**config.mk**
```make
export PLATFORM = sky130hd
export DESIGN_NAME = grid_path_count_via_waypoint
export DESIGN_NICKNAME = d
export VERILOG_FILES = /design/src/rtl/gpc_pkg.sv /design/src/rtl/gpc_alu.sv /design/src/rtl/gpc_seq.sv /design/src/rtl/grid_path_count_via_waypoint.sv
export SDC_FILE = /design/constraint.sdc
export NUM_CORES = 1
export LEC_CHECK = 0
export ABC_AREA = 1
export BUFFER_PORTS_ARGS = -buffer_cell sky130_fd_sc_hd__buf_2
export CORE_ASPECT_RATIO = 1.1
export CORE_UTILIZATION = 55
export CTS_BUF_LIST = sky130_fd_sc_hd__clkbuf_8
export DETAILED_ROUTE_END_ITERATION = 12
export PLACE_DENSITY = 0.72
export SLEW_MARGIN = 15
export SYNTH_ARGS = -nofsm -noshare
export SYNTH_HDL_FRONTEND = slang
export SYNTH_SLANG_ARGS = --single-unit
```
**constraint.sdc**
```tcl
create_clock -name clk -period 9.55 [get_ports clk]
set_input_delay 0.4775 -clock clk [delete_from_list [all_inputs] [get_ports clk]]
set_output_delay 0.4775 -clock clk [all_outputs]
set_load 0.03 [all_outputs]
```
**src/rtl/gpc_pkg.sv**
```systemverilog
`timescale 1ns / 1ps
// ----------------------------------------------------------------------------
// gpc_pkg
// Shared types and constants for the lattice path counter.
// ----------------------------------------------------------------------------
package gpc_pkg;

  localparam int MAX_DIM_DEF = 15;   // default largest grid dimension
  localparam int DIM_IN_W    = 4;    // width of the rows and cols fields
  localparam int WP_W        = 8;    // width of the waypoint field
  localparam int CNT_W       = 26;   // width of the path count
  localparam int STEP_W      = $clog2(WP_W);
  localparam int IN_TDATA_W  = 16;
  localparam int OUT_TDATA_W = 32;

  typedef enum logic [2:0] {
    S_IDLE,
    S_DIV,
    S_CHK,
    S_WALK,
    S_RES
  } state_t;

  // sequencer -> datapath
  typedef struct packed {
    logic load;   // item taken this cycle
    logic div;    // one restoring divide step
    logic chk;    // range check, latch waypoint position
    logic walk;   // one grid cell of the recurrence
    logic res;    // move the count to the output register
  } ctl_t;

  // datapath -> sequencer
  typedef struct packed {
    logic skip;        // no walk needed (bad waypoint or empty grid)
    logic walk_last;   // current cell is the bottom-right one
    logic out_free;    // output register can take a result
  } sts_t;

endpackage

```
**src/rtl/gpc_alu.sv**
```systemverilog
`timescale 1ns / 1ps
// ----------------------------------------------------------------------------
// gpc_alu
// Shared adder/subtractor: used for divide steps and for the cell sums.
// ----------------------------------------------------------------------------
module gpc_alu
  import gpc_pkg::*;
(
  input  logic [CNT_W-1:0] a,
  input  logic [CNT_W-1:0] b,
  input  logic             sub,   // 1: a - b, carry out means a >= b
  output logic [CNT_W:0]   sum
);

  logic [CNT_W-1:0] b_op;

  assign b_op = sub ? ~b : b;
  assign sum  = {1'b0, a} + {1'b0, b_op} + {{CNT_W{1'b0}}, sub};

endmodule

```
**src/rtl/gpc_seq.sv**
```systemverilog
`timescale 1ns / 1ps
// ----------------------------------------------------------------------------
// gpc_seq
// Sequencer: divide steps, range check, grid walk, result handoff.
// ----------------------------------------------------------------------------
module gpc_seq
  import gpc_pkg::*;
(
  input  logic clk,
  input  logic rst_n,
  input  logic in_valid,
  output logic in_ready,
  input  sts_t sts,
  output ctl_t ctl
);

  state_t            state_r, state_nxt;
  logic [STEP_W-1:0] step_r, step_nxt;

  always_ff @(posedge clk) begin
    if (!rst_n) begin
      state_r <= S_IDLE;
      step_r  <= '0;
    end else begin
      state_r <= state_nxt;
      step_r  <= step_nxt;
    end
  end

  // next state
  always_comb begin
    state_nxt = state_r;
    step_nxt  = step_r;
    case (state_r)
      S_IDLE: begin
        step_nxt = '0;
        if (in_valid) state_nxt = S_DIV;
      end
      S_DIV: begin
        step_nxt = step_r + STEP_W'(1);
        if (step_r == STEP_W'(WP_W - 1)) state_nxt = S_CHK;
      end
      S_CHK: begin
        state_nxt = sts.skip ? S_RES : S_WALK;
      end
      S_WALK: begin
        if (sts.walk_last) state_nxt = S_RES;
      end
      S_RES: begin
        if (sts.out_free) state_nxt = S_IDLE;
      end
      default: state_nxt = S_IDLE;
    endcase
  end

  // outputs; hold the input off while reset is applied
  always_comb begin
    ctl      = '0;
    in_ready = 1'b0;
    case (state_r)
      S_IDLE: begin
        in_ready = rst_n;
        ctl.load = in_valid && rst_n;
      end
      S_DIV:  ctl.div  = 1'b1;
      S_CHK:  ctl.chk  = 1'b1;
      S_WALK: ctl.walk = 1'b1;
      S_RES:  ctl.res  = sts.out_free;
      default: ctl = '0;
    endcase
  end

endmodule

```
**src/rtl/grid_path_count_via_waypoint.sv**
```systemverilog
`timescale 1ns / 1ps
// ----------------------------------------------------------------------------
// grid_path_count_via_waypoint
// Counts monotone right/down lattice paths through an optional waypoint.
// ----------------------------------------------------------------------------
//
//   channel | dir | tdata                              | tuser
//   --------+-----+------------------------------------+--------------
//   in_     | in  | rows[3:0] cols[7:4] waypoint[15:8] | -
//   out_    | out | path_count[25:0], zero pad         | bad_waypoint
//
// An item is accepted, then goes through 8 restoring divide steps and one
// range check, walks the grid one cell per cycle through the shared adder,
// and ends with the handoff. Empty grids and bad waypoints skip the walk.
// rst_n is synchronous and active low; it idles the sequencer and empties
// the output register. The next item is taken while a result still waits;
// a stalled result holds the sequencer in its handoff cycle.
//
// The walk runs the recurrence cell(i,j) = cell(i-1,j) + cell(i,j-1) in
// row-major order with one row buffer. Cells that cannot lie on a path
// through the waypoint (neither both coordinates at or before it nor both
// at or after it) are forced to zero, so the bottom-right cell ends up
// holding the number of paths through the waypoint. No waypoint acts as a
// waypoint on the top-left cell.
//
module grid_path_count_via_waypoint
  import gpc_pkg::*;
#(
  parameter int MAX_DIM = MAX_DIM_DEF
) (
  input  logic                   clk,
  input  logic                   rst_n,
  input  logic                   in_tvalid,
  output logic                   in_tready,
  input  logic [IN_TDATA_W-1:0]  in_tdata,    // rows[3:0], cols[7:4], waypoint[15:8]
  output logic                   out_tvalid,
  input  logic                   out_tready,
  output logic [OUT_TDATA_W-1:0] out_tdata,   // path_count[25:0], zeros[31:26]
  output logic                   out_tuser    // bad_waypoint
);

  localparam int DIM_W = $clog2(MAX_DIM + 1);           // holds 0..MAX_DIM
  localparam int IDX_W = $clog2(MAX_DIM);               // holds 0..MAX_DIM-1
  localparam int EXT_W = (DIM_W > DIM_IN_W) ? DIM_W : DIM_IN_W;

  ctl_t ctl;
  sts_t sts;

  // input fields, saturated to MAX_DIM
  logic [DIM_IN_W-1:0] rows_in, cols_in;
  logic [WP_W-1:0]     wp_in;
  logic [EXT_W-1:0]    rows_ext, cols_ext, rows_sat, cols_sat;

  assign rows_in  = in_tdata[DIM_IN_W-1:0];
  assign cols_in  = in_tdata[2*DIM_IN_W-1:DIM_IN_W];
  assign wp_in    = in_tdata[2*DIM_IN_W+WP_W-1:2*DIM_IN_W];
  assign rows_ext = EXT_W'(rows_in);
  assign cols_ext = EXT_W'(cols_in);
  assign rows_sat = (rows_ext > EXT_W'(MAX_DIM)) ? EXT_W'(MAX_DIM) : rows_ext;
  assign cols_sat = (cols_ext > EXT_W'(MAX_DIM)) ? EXT_W'(MAX_DIM) : cols_ext;

  // item registers
  logic [DIM_W-1:0] rows_r, cols_r;
  logic             wzero_r;
  logic [WP_W-1:0]  quo_r;     // dividend, shifted out as quotient bits come in
  logic [DIM_W-1:0] rem_r;
  logic [IDX_W-1:0] wx_r, wy_r, i_r, j_r;
  logic [CNT_W-1:0] left_r, cnt_r;
  logic             bad_r;
  logic [CNT_W-1:0] row_r [MAX_DIM];

  // output register
  logic                   out_valid_r;
  logic [CNT_W-1:0]       out_cnt_r;
  logic                   out_bad_r;

  // shared unit operands
  logic [CNT_W-1:0] alu_a, alu_b;
  logic [CNT_W:0]   alu_sum;
  logic [DIM_W:0]   shifted;
  logic             ge;

  // walk helpers
  logic [DIM_W-1:0] rows_dec, cols_dec;
  logic [IDX_W-1:0] r_last, c_last;
  logic             dim_zero, bad_now;
  logic             in_mask;
  logic [CNT_W-1:0] above, cell_val;

  assign shifted  = {rem_r, quo_r[WP_W-1]};
  assign rows_dec = rows_r - DIM_W'(1);
  assign cols_dec = cols_r - DIM_W'(1);
  assign r_last   = rows_dec[IDX_W-1:0];
  assign c_last   = cols_dec[IDX_W-1:0];
  assign dim_zero = (rows_r == '0) || (cols_r == '0);
  assign bad_now  = !wzero_r && (dim_zero || (quo_r >= WP_W'(rows_r)));

  // the top-left cell seeds the walk with one
  always_comb begin
    if (i_r == '0) begin
      above = (j_r == '0) ? CNT_W'(1) : '0;
    end else begin
      above = row_r[j_r];
    end
  end

  // divide step: remainder trial minus cols; walk: above plus left
  assign alu_a = ctl.div ? CNT_W'(shifted) : above;
  assign alu_b = ctl.div ? CNT_W'(cols_r) : ((j_r == '0) ? '0 : left_r);
  assign ge    = alu_sum[CNT_W];

  gpc_alu u_alu (
    .a   (alu_a),
    .b   (alu_b),
    .sub (ctl.div),
    .sum (alu_sum)
  );

  assign in_mask  = ((i_r <= wx_r) && (j_r <= wy_r)) || ((i_r >= wx_r) && (j_r >= wy_r));
  assign cell_val = in_mask ? alu_sum[CNT_W-1:0] : '0;

  assign sts.skip      = dim_zero || bad_now;
  assign sts.walk_last = (i_r == r_last) && (j_r == c_last);
  assign sts.out_free  = !out_valid_r || out_tready;

  gpc_seq u_seq (
    .clk      (clk),
    .rst_n    (rst_n),
    .in_valid (in_tvalid),
    .in_ready (in_tready),
    .sts      (sts),
    .ctl      (ctl)
  );

  // datapath
  always_ff @(posedge clk) begin
    if (ctl.load) begin
      rows_r  <= rows_sat[DIM_W-1:0];
      cols_r  <= cols_sat[DIM_W-1:0];
      wzero_r <= (wp_in == '0);
      quo_r   <= wp_in - WP_W'(1);
      rem_r   <= '0;
      i_r     <= '0;
      j_r     <= '0;
    end
    if (ctl.div) begin
      // restoring divide: keep the trial difference when it does not borrow
      rem_r <= ge ? alu_sum[DIM_W-1:0] : shifted[DIM_W-1:0];
      quo_r <= {quo_r[WP_W-2:0], ge};
    end
    if (ctl.chk) begin
      bad_r <= bad_now;
      cnt_r <= '0;
      wx_r  <= wzero_r ? '0 : quo_r[IDX_W-1:0];
      wy_r  <= wzero_r ? '0 : rem_r[IDX_W-1:0];
    end
    if (ctl.walk) begin
      row_r[j_r] <= cell_val;
      left_r     <= cell_val;
      if (j_r == c_last) begin
        j_r <= '0;
        i_r <= i_r + IDX_W'(1);
      end else begin
        j_r <= j_r + IDX_W'(1);
      end
      if (sts.walk_last) cnt_r <= cell_val;
    end
  end

  // output register: load on handoff, drop once taken
  always_ff @(posedge clk) begin
    if (!rst_n) begin
      out_valid_r <= 1'b0;
    end else if (ctl.res) begin
      out_valid_r <= 1'b1;
    end else if (out_tready) begin
      out_valid_r <= 1'b0;
    end
  end

  always_ff @(posedge clk) begin
    if (ctl.res) begin
      out_cnt_r <= cnt_r;
      out_bad_r <= bad_r;
    end
  end

  assign out_tvalid = out_valid_r;
  assign out_tdata  = OUT_TDATA_W'(out_cnt_r);
  assign out_tuser  = out_bad_r;

endmodule

```
### Word level (Yosys, flattened, before mapping)

Memories as Yosys holds them, arrays and structs flattened. A register that Yosys moved wholly into a read port is not among the register bits.
Index checks and enable logic that the tools add are counted.

* memory bits (writable): 390
* word-level logic and storage cells: 106
* memories kept: 1
* bits of input ports: 20
* output and inout port bits: 35
* register bits after elaboration: 124

Memory list
* row_r: words 15, bits a word 26, read ports 1, clocked after Yosys merged registers in 1, write ports 1, line grid_path_count_via_waypoint.sv:70 `logic [CNT_W-1:0] row_r [MAX_DIM];`

* equal/unequal tests: 11
* $add $sub $neg: 8
* bitwise logic cells: 1
* magnitude comparators: 7
* muxes and demuxes: 38
* reductions and logical operators: 23

Operator list (count)
* 2-to-1 mux 26 bit: 9
* 2-to-1 mux 4 bit: 9
* adder 26 x 26 -> 27 bit: 1
* adder 27 x 1 -> 27 bit: 1
* inverter 26 bit: 1
* logical NOT 4 bit: 4
* 2-to-1 mux 8 bit: 2
* 2-to-1 mux 3 bit: 5
* one-hot mux 3 bit (5 select lines): 1
* 2-to-1 mux 1 bit: 11
* adder 4 x 1 -> 4 bit (second input constant): 2
* equality test 4 bit: 2
* greater-or-equal comparator 4 bit: 2
* greater-or-equal comparator 8 x 4 -> 1 bit: 1
* greater-than comparator 4 bit (second input constant): 2
* <= comparator 4 bit: 2
* logical NOT 8 bit: 1
* nonzero test 2 bit: 4
* subtractor 4 x 1 -> 4 bit (second input constant): 2
* subtractor 8 x 1 -> 8 bit (second input constant): 1
* equality test 3 x 2 -> 1 bit (second input constant): 2
* equality test 3 bit (second input constant): 2
* one-hot mux 3 bit (2 select lines): 1
* logical AND 1 bit: 5
* other kinds (8): 15

### Depth between registers and ports, before layout

* depth in word-level cells: 10
* gate-level depth with buffers: 27
* mapped depth without buffers: 27

### Hierarchy

From an unflattened synthesis, not the netlist that was laid out.

* cell total of the unflattened synthesis: 2292
* area total of the unflattened synthesis: 23676.5 um^2

Modules (own cells, without submodules)
* grid_path_count_via_waypoint: cells an instance 1833, area an instance 21201.6 um^2, sequential area each 15024.4 um^2, times used 1
* gpc_alu: cells an instance 400, area an instance 2113.3 um^2, sequential area each 0.0 um^2, times used 1
* gpc_seq: cells an instance 59, area an instance 361.6 um^2, sequential area each 120.1 um^2, times used 1

### Least setup slack after synthesis

No wires, ideal clock.

* kind: register to register
* start: register u_seq.state_r[0]
* end: memory row_r[3][0] (enable)
* arrival time: 3.443 ns
* period minus slack after synthesis: 3.885 ns
* slack: 5.665 ns
* stages on the path, launching flop included: 5
* required time: 9.108 ns
* buffers on the path: 0
* library setup time: 0.442 ns
* cells stage by stage: dfxtp_1 inv_1 nor3_4 inv_1 nor3_1

* longest elaborated chain between the ends: 4

RTL lines
* from (decl): line gpc_seq.sv:17 `state_t state_r, state_nxt;`
* from (signal assigned): line gpc_seq.sv:25 `state_r <= state_nxt;`
* equality test 3 x 2 -> 1 bit: line gpc_seq.sv:60 `case (state_r)`
* 2-to-1 mux 1 bit: line gpc_seq.sv:60
* 2-to-1 mux 1 bit: line grid_path_count_via_waypoint.sv:157 `if (ctl.walk) begin`
* 2-to-1 mux 1 bit (not written as such): line grid_path_count_via_waypoint.sv:158 `row_r[j_r] <= cell_val;`
* to (decl): line grid_path_count_via_waypoint.sv:70

No other way between the ends.

==> impl_metrics.tcl <==
set metrics [dict create \
    outcome "completed" \
    power.switching_mw 2.21 \
    post_cts_buffers 0 \
    synth-seq-cells 518 \
    antenna_found_initial 1 \
    min_to "cols_r[0]" \
    root_buffer "clkbuf_8" \
    cts_inserted_buffers 76 \
    setup-violations-final 0 \
    ys_top_cells_by_area "edfxtp_1 64%, o21ai_0 5.2%, nor2_1 4.5%" \
    setup_tns_ns 0 \
    start_util_pct 55.8 \
    gr-usage-all-layers_pct 28.9 \
    min_period_over_period_pct 61.6 \
    dp_hpwl_um 34400 \
    place.gp.congestion 0.962 \
    clk_path_buf_depth 3 \
    hold_buffers 7 \
    hp-start "in_tdata[4]" \
    cts.repair.resized 0 \
    grt_pass1_vias 15509 \
    rsz0062_at_grt "false" \
    grt_pass1_wl_um 89800 \
    stdcell_count 2600 \
    utilization_pct 61.7 \
    r2r_setup_slack_ns 3.67 \
    viasPerCell 6.10 \
    ys_warn_count 0 \
    drcViolationCount 0 \
    yosysTopAreaCell "edfxtp_1" \
    clkTransAtPathRegs_ns 0.06 \
    p_leak_nw 9.26 \
    num-fill-cells 3114 \
    rr_endpoint "row_r[9][25]" \
    hp-class "in -> reg" \
    period_minus_slack_ns 5.88 \
    yosysSeqAreaShare_pct 67.6 \
    cp.required_ns 9.82 \
    clockPowerShare_pct 26.8 \
    nets 2098 \
    ys_types 57 \
    slew_violations 0 \
    wl_per_cell_um 22.8 \
    wl_um 59200 \
    worstMarginPinSlew_ns 1.15 \
    r2r_cells 20 \
    whs_path_depth 1 \
    die_width_um 194 \
    drive_gt1_share_pct 11.3 \
    power_mw 6.42 \
    ir_drop_mv 0.183 \
    max_cap_violations 0 \
    powerDensity_nw_per_um2 259 \
    syn_area_um2 22400 \
    cts.sinks 518 \
    fmax_mhz 170 \
    grt_max_degree 83 \
    num_antenna_cells 0 \
    port_buffers 48 \
    cts_tree "yes" \
    insertion_delay_ns 0.64 \
    core-area_um2 40200 \
    row_count 77 \
    final_cell_mix "477 x edfxtp_1, 268 x nand2_1, 252 x nor2_1, 232 x o21ai_0, 149 x inv_1" \
    htree_levels 3 \
    top_level_ports 55 \
    power_switching_share_pct 34.4 \
    dr.pass1.iters 6 \
    fin_ws_ns 3.67 \
    route.antenna.remaining_nets 0 \
    final_common_cell "edfxtp_1" \
    die_area_um2 41500 \
    place_ws_ns 3.74 \
    crit_arrival_ns 6.15 \
    crit_type "reg -> reg" \
    internal_power_mw 4.21 \
    yosysTopAreaCellShare_pct 64.0 \
    async_reset_ff_share_pct 0 \
    vias 15862 \
    slew_headroom_pct 23.1 \
    p_comb_share_pct 27.2 \
    drtIter0Drc 1581 \
    avgSynthCellArea_um2 11.5 \
    p_seq_share_pct 46.1 \
    synth_edf_count 477 \
    finalClockSkew_ns 0.0209 \
    place_inst 2454 \
    netlist_instances 1954 \
    synthFlopType "edfxtp_1" \
    gr-total-overflow 0 \
    cp-start-kind "flop" \
    syn_to_final_growth_pct 10.7 \
    endpoint_kind "flop" \
    hold_violations 0 \
    die_h_um 214 \
    path_max_fanout 73 \
]
==> metrics by stage <==
| step | instance area [µm²] | hold slack (ns) |
|---|---|---|
| finish | 24800 | 0.0541 |
| floorplan | 22400 | 0.400 |
| detailed placement | 23300 | 0.418 |
| CTS | 24800 | 0.00658 |
| global route | 24800 | 0.0227 |
| global placement | 23300 | 0.414 |
==> synth_stat cells (12+ instances only) <==
cell      count
o22ai_1      55
o21ai_0     232
a21oi_1      99
nand3_1      63
dfxtp_1      41
a311oi_1     21
o221ai_1     22
nor2_1      269
xnor2_1      15
ha_1         51
edfxtp_1    477
nor3_1       12
a31oi_1      13
clkbuf_1     71
inv_1       125
nand2_1     268
buf_2        19
==> routing by layer <==
metal	GRT usage, %	up-vias	wire length (µm)
met3	5.11	140	5090
met5	0	-	13
li1	-	7143	-
met4	13.8	2	2560
met2	48.6	847	28600
met1	36.7	7730	23000
==> worst max-delay path by stage <==
stage | from | to | slack [ns] | depth (start not counted)
floorplan | u_seq.state_r[0] | row_r[3][0] | 5.67 | 4
global placement | flop | row_r[9][20] | 3.83 | 18
detailed placement | flop | row_r[6][20] | 3.74 | 18
CTS | flop | row_r[6][20] | 3.71 | 18
global route | flop | row_r[2][25] | 3.25 | 20
finish | flop | row_r[9][25] | 3.67 | 20
==> power by group through the flow <==
stage	sequential, mW	combinational (mW)	clock, mW
floorplan	2.98	1.16	0
global placement	3.00	1.66	0
detailed placement	3.00	1.71	0
CTS	2.96	1.73	1.74
global route	2.96	1.91	1.83
finish	2.96	1.74	1.72
==> cell type report <==
type / instances / area (µm²) / area share (%)
Clock buffer: 83 / 1140 / 4.61
Clock inverter: 56 / 317 / 1.28
Inverter: 128 / 483 / 1.95
Multi-Input combinational cell: 1207 / 6450 / 26.0
Sequential cell: 518 / 15200 / 61.1
Tap cell: 513 / 642 / 2.59
Timing Repair Buffer: 95 / 611 / 2.46
==> registers in the layout (all words and copies together), names as in the netlist, named ones only <==
name / flops
bad_r: 1
wzero_r: 1
cnt_r: 26
rows_r: 4
i_r: 4
wy_r: 4
out_tvalid: 1
row_r: 390
j_r: 4
out_tuser: 1
rem_r: 4
u_seq.state_r: 3
out_cnt_r: 26
u_seq.step_r: 3
cols_r: 4
quo_r: 8
wx_r: 4
left_r: 26
==> worst max-delay path: stages (launching register included) <==
cell,delay (ns)
dfxtp_4,0.45
inv_4,0.59
buf_4,0.55
buf_4,0.61
o21ai_0,0.16
o221ai_1,0.20
a21oi_1,0.09
a311oi_1,0.35
ha_1,0.38
nand2_1,0.19
inv_1,0.06
a21oi_1,0.20
a21boi_0,0.25
nand2_2,0.11
nand2_1,0.06
nand2_1,0.07
nand2_1,0.08
nand2_1,0.05
nand2_1,0.08
nand2_1,0.06
nor2_1,0.82
==> logic make-up after synthesis <==
| kind of cell | count (synthesis) | share of synthesized area (%) |
|---|---|---|
| compound gates | 477 | 12.1 |
| xor+xnor | 24 | 0.939 |
| fa+ha+maj | 52 | 2.94 |
| buf+inv | 234 | 4.18 |
| flops | 518 | 67.6 |
| mux | 2 | 0.0894 |
| other cells | 1 | 0.0167 |
| simple gates | 646 | 12.1 |
(Power assumes the default switching activity.)
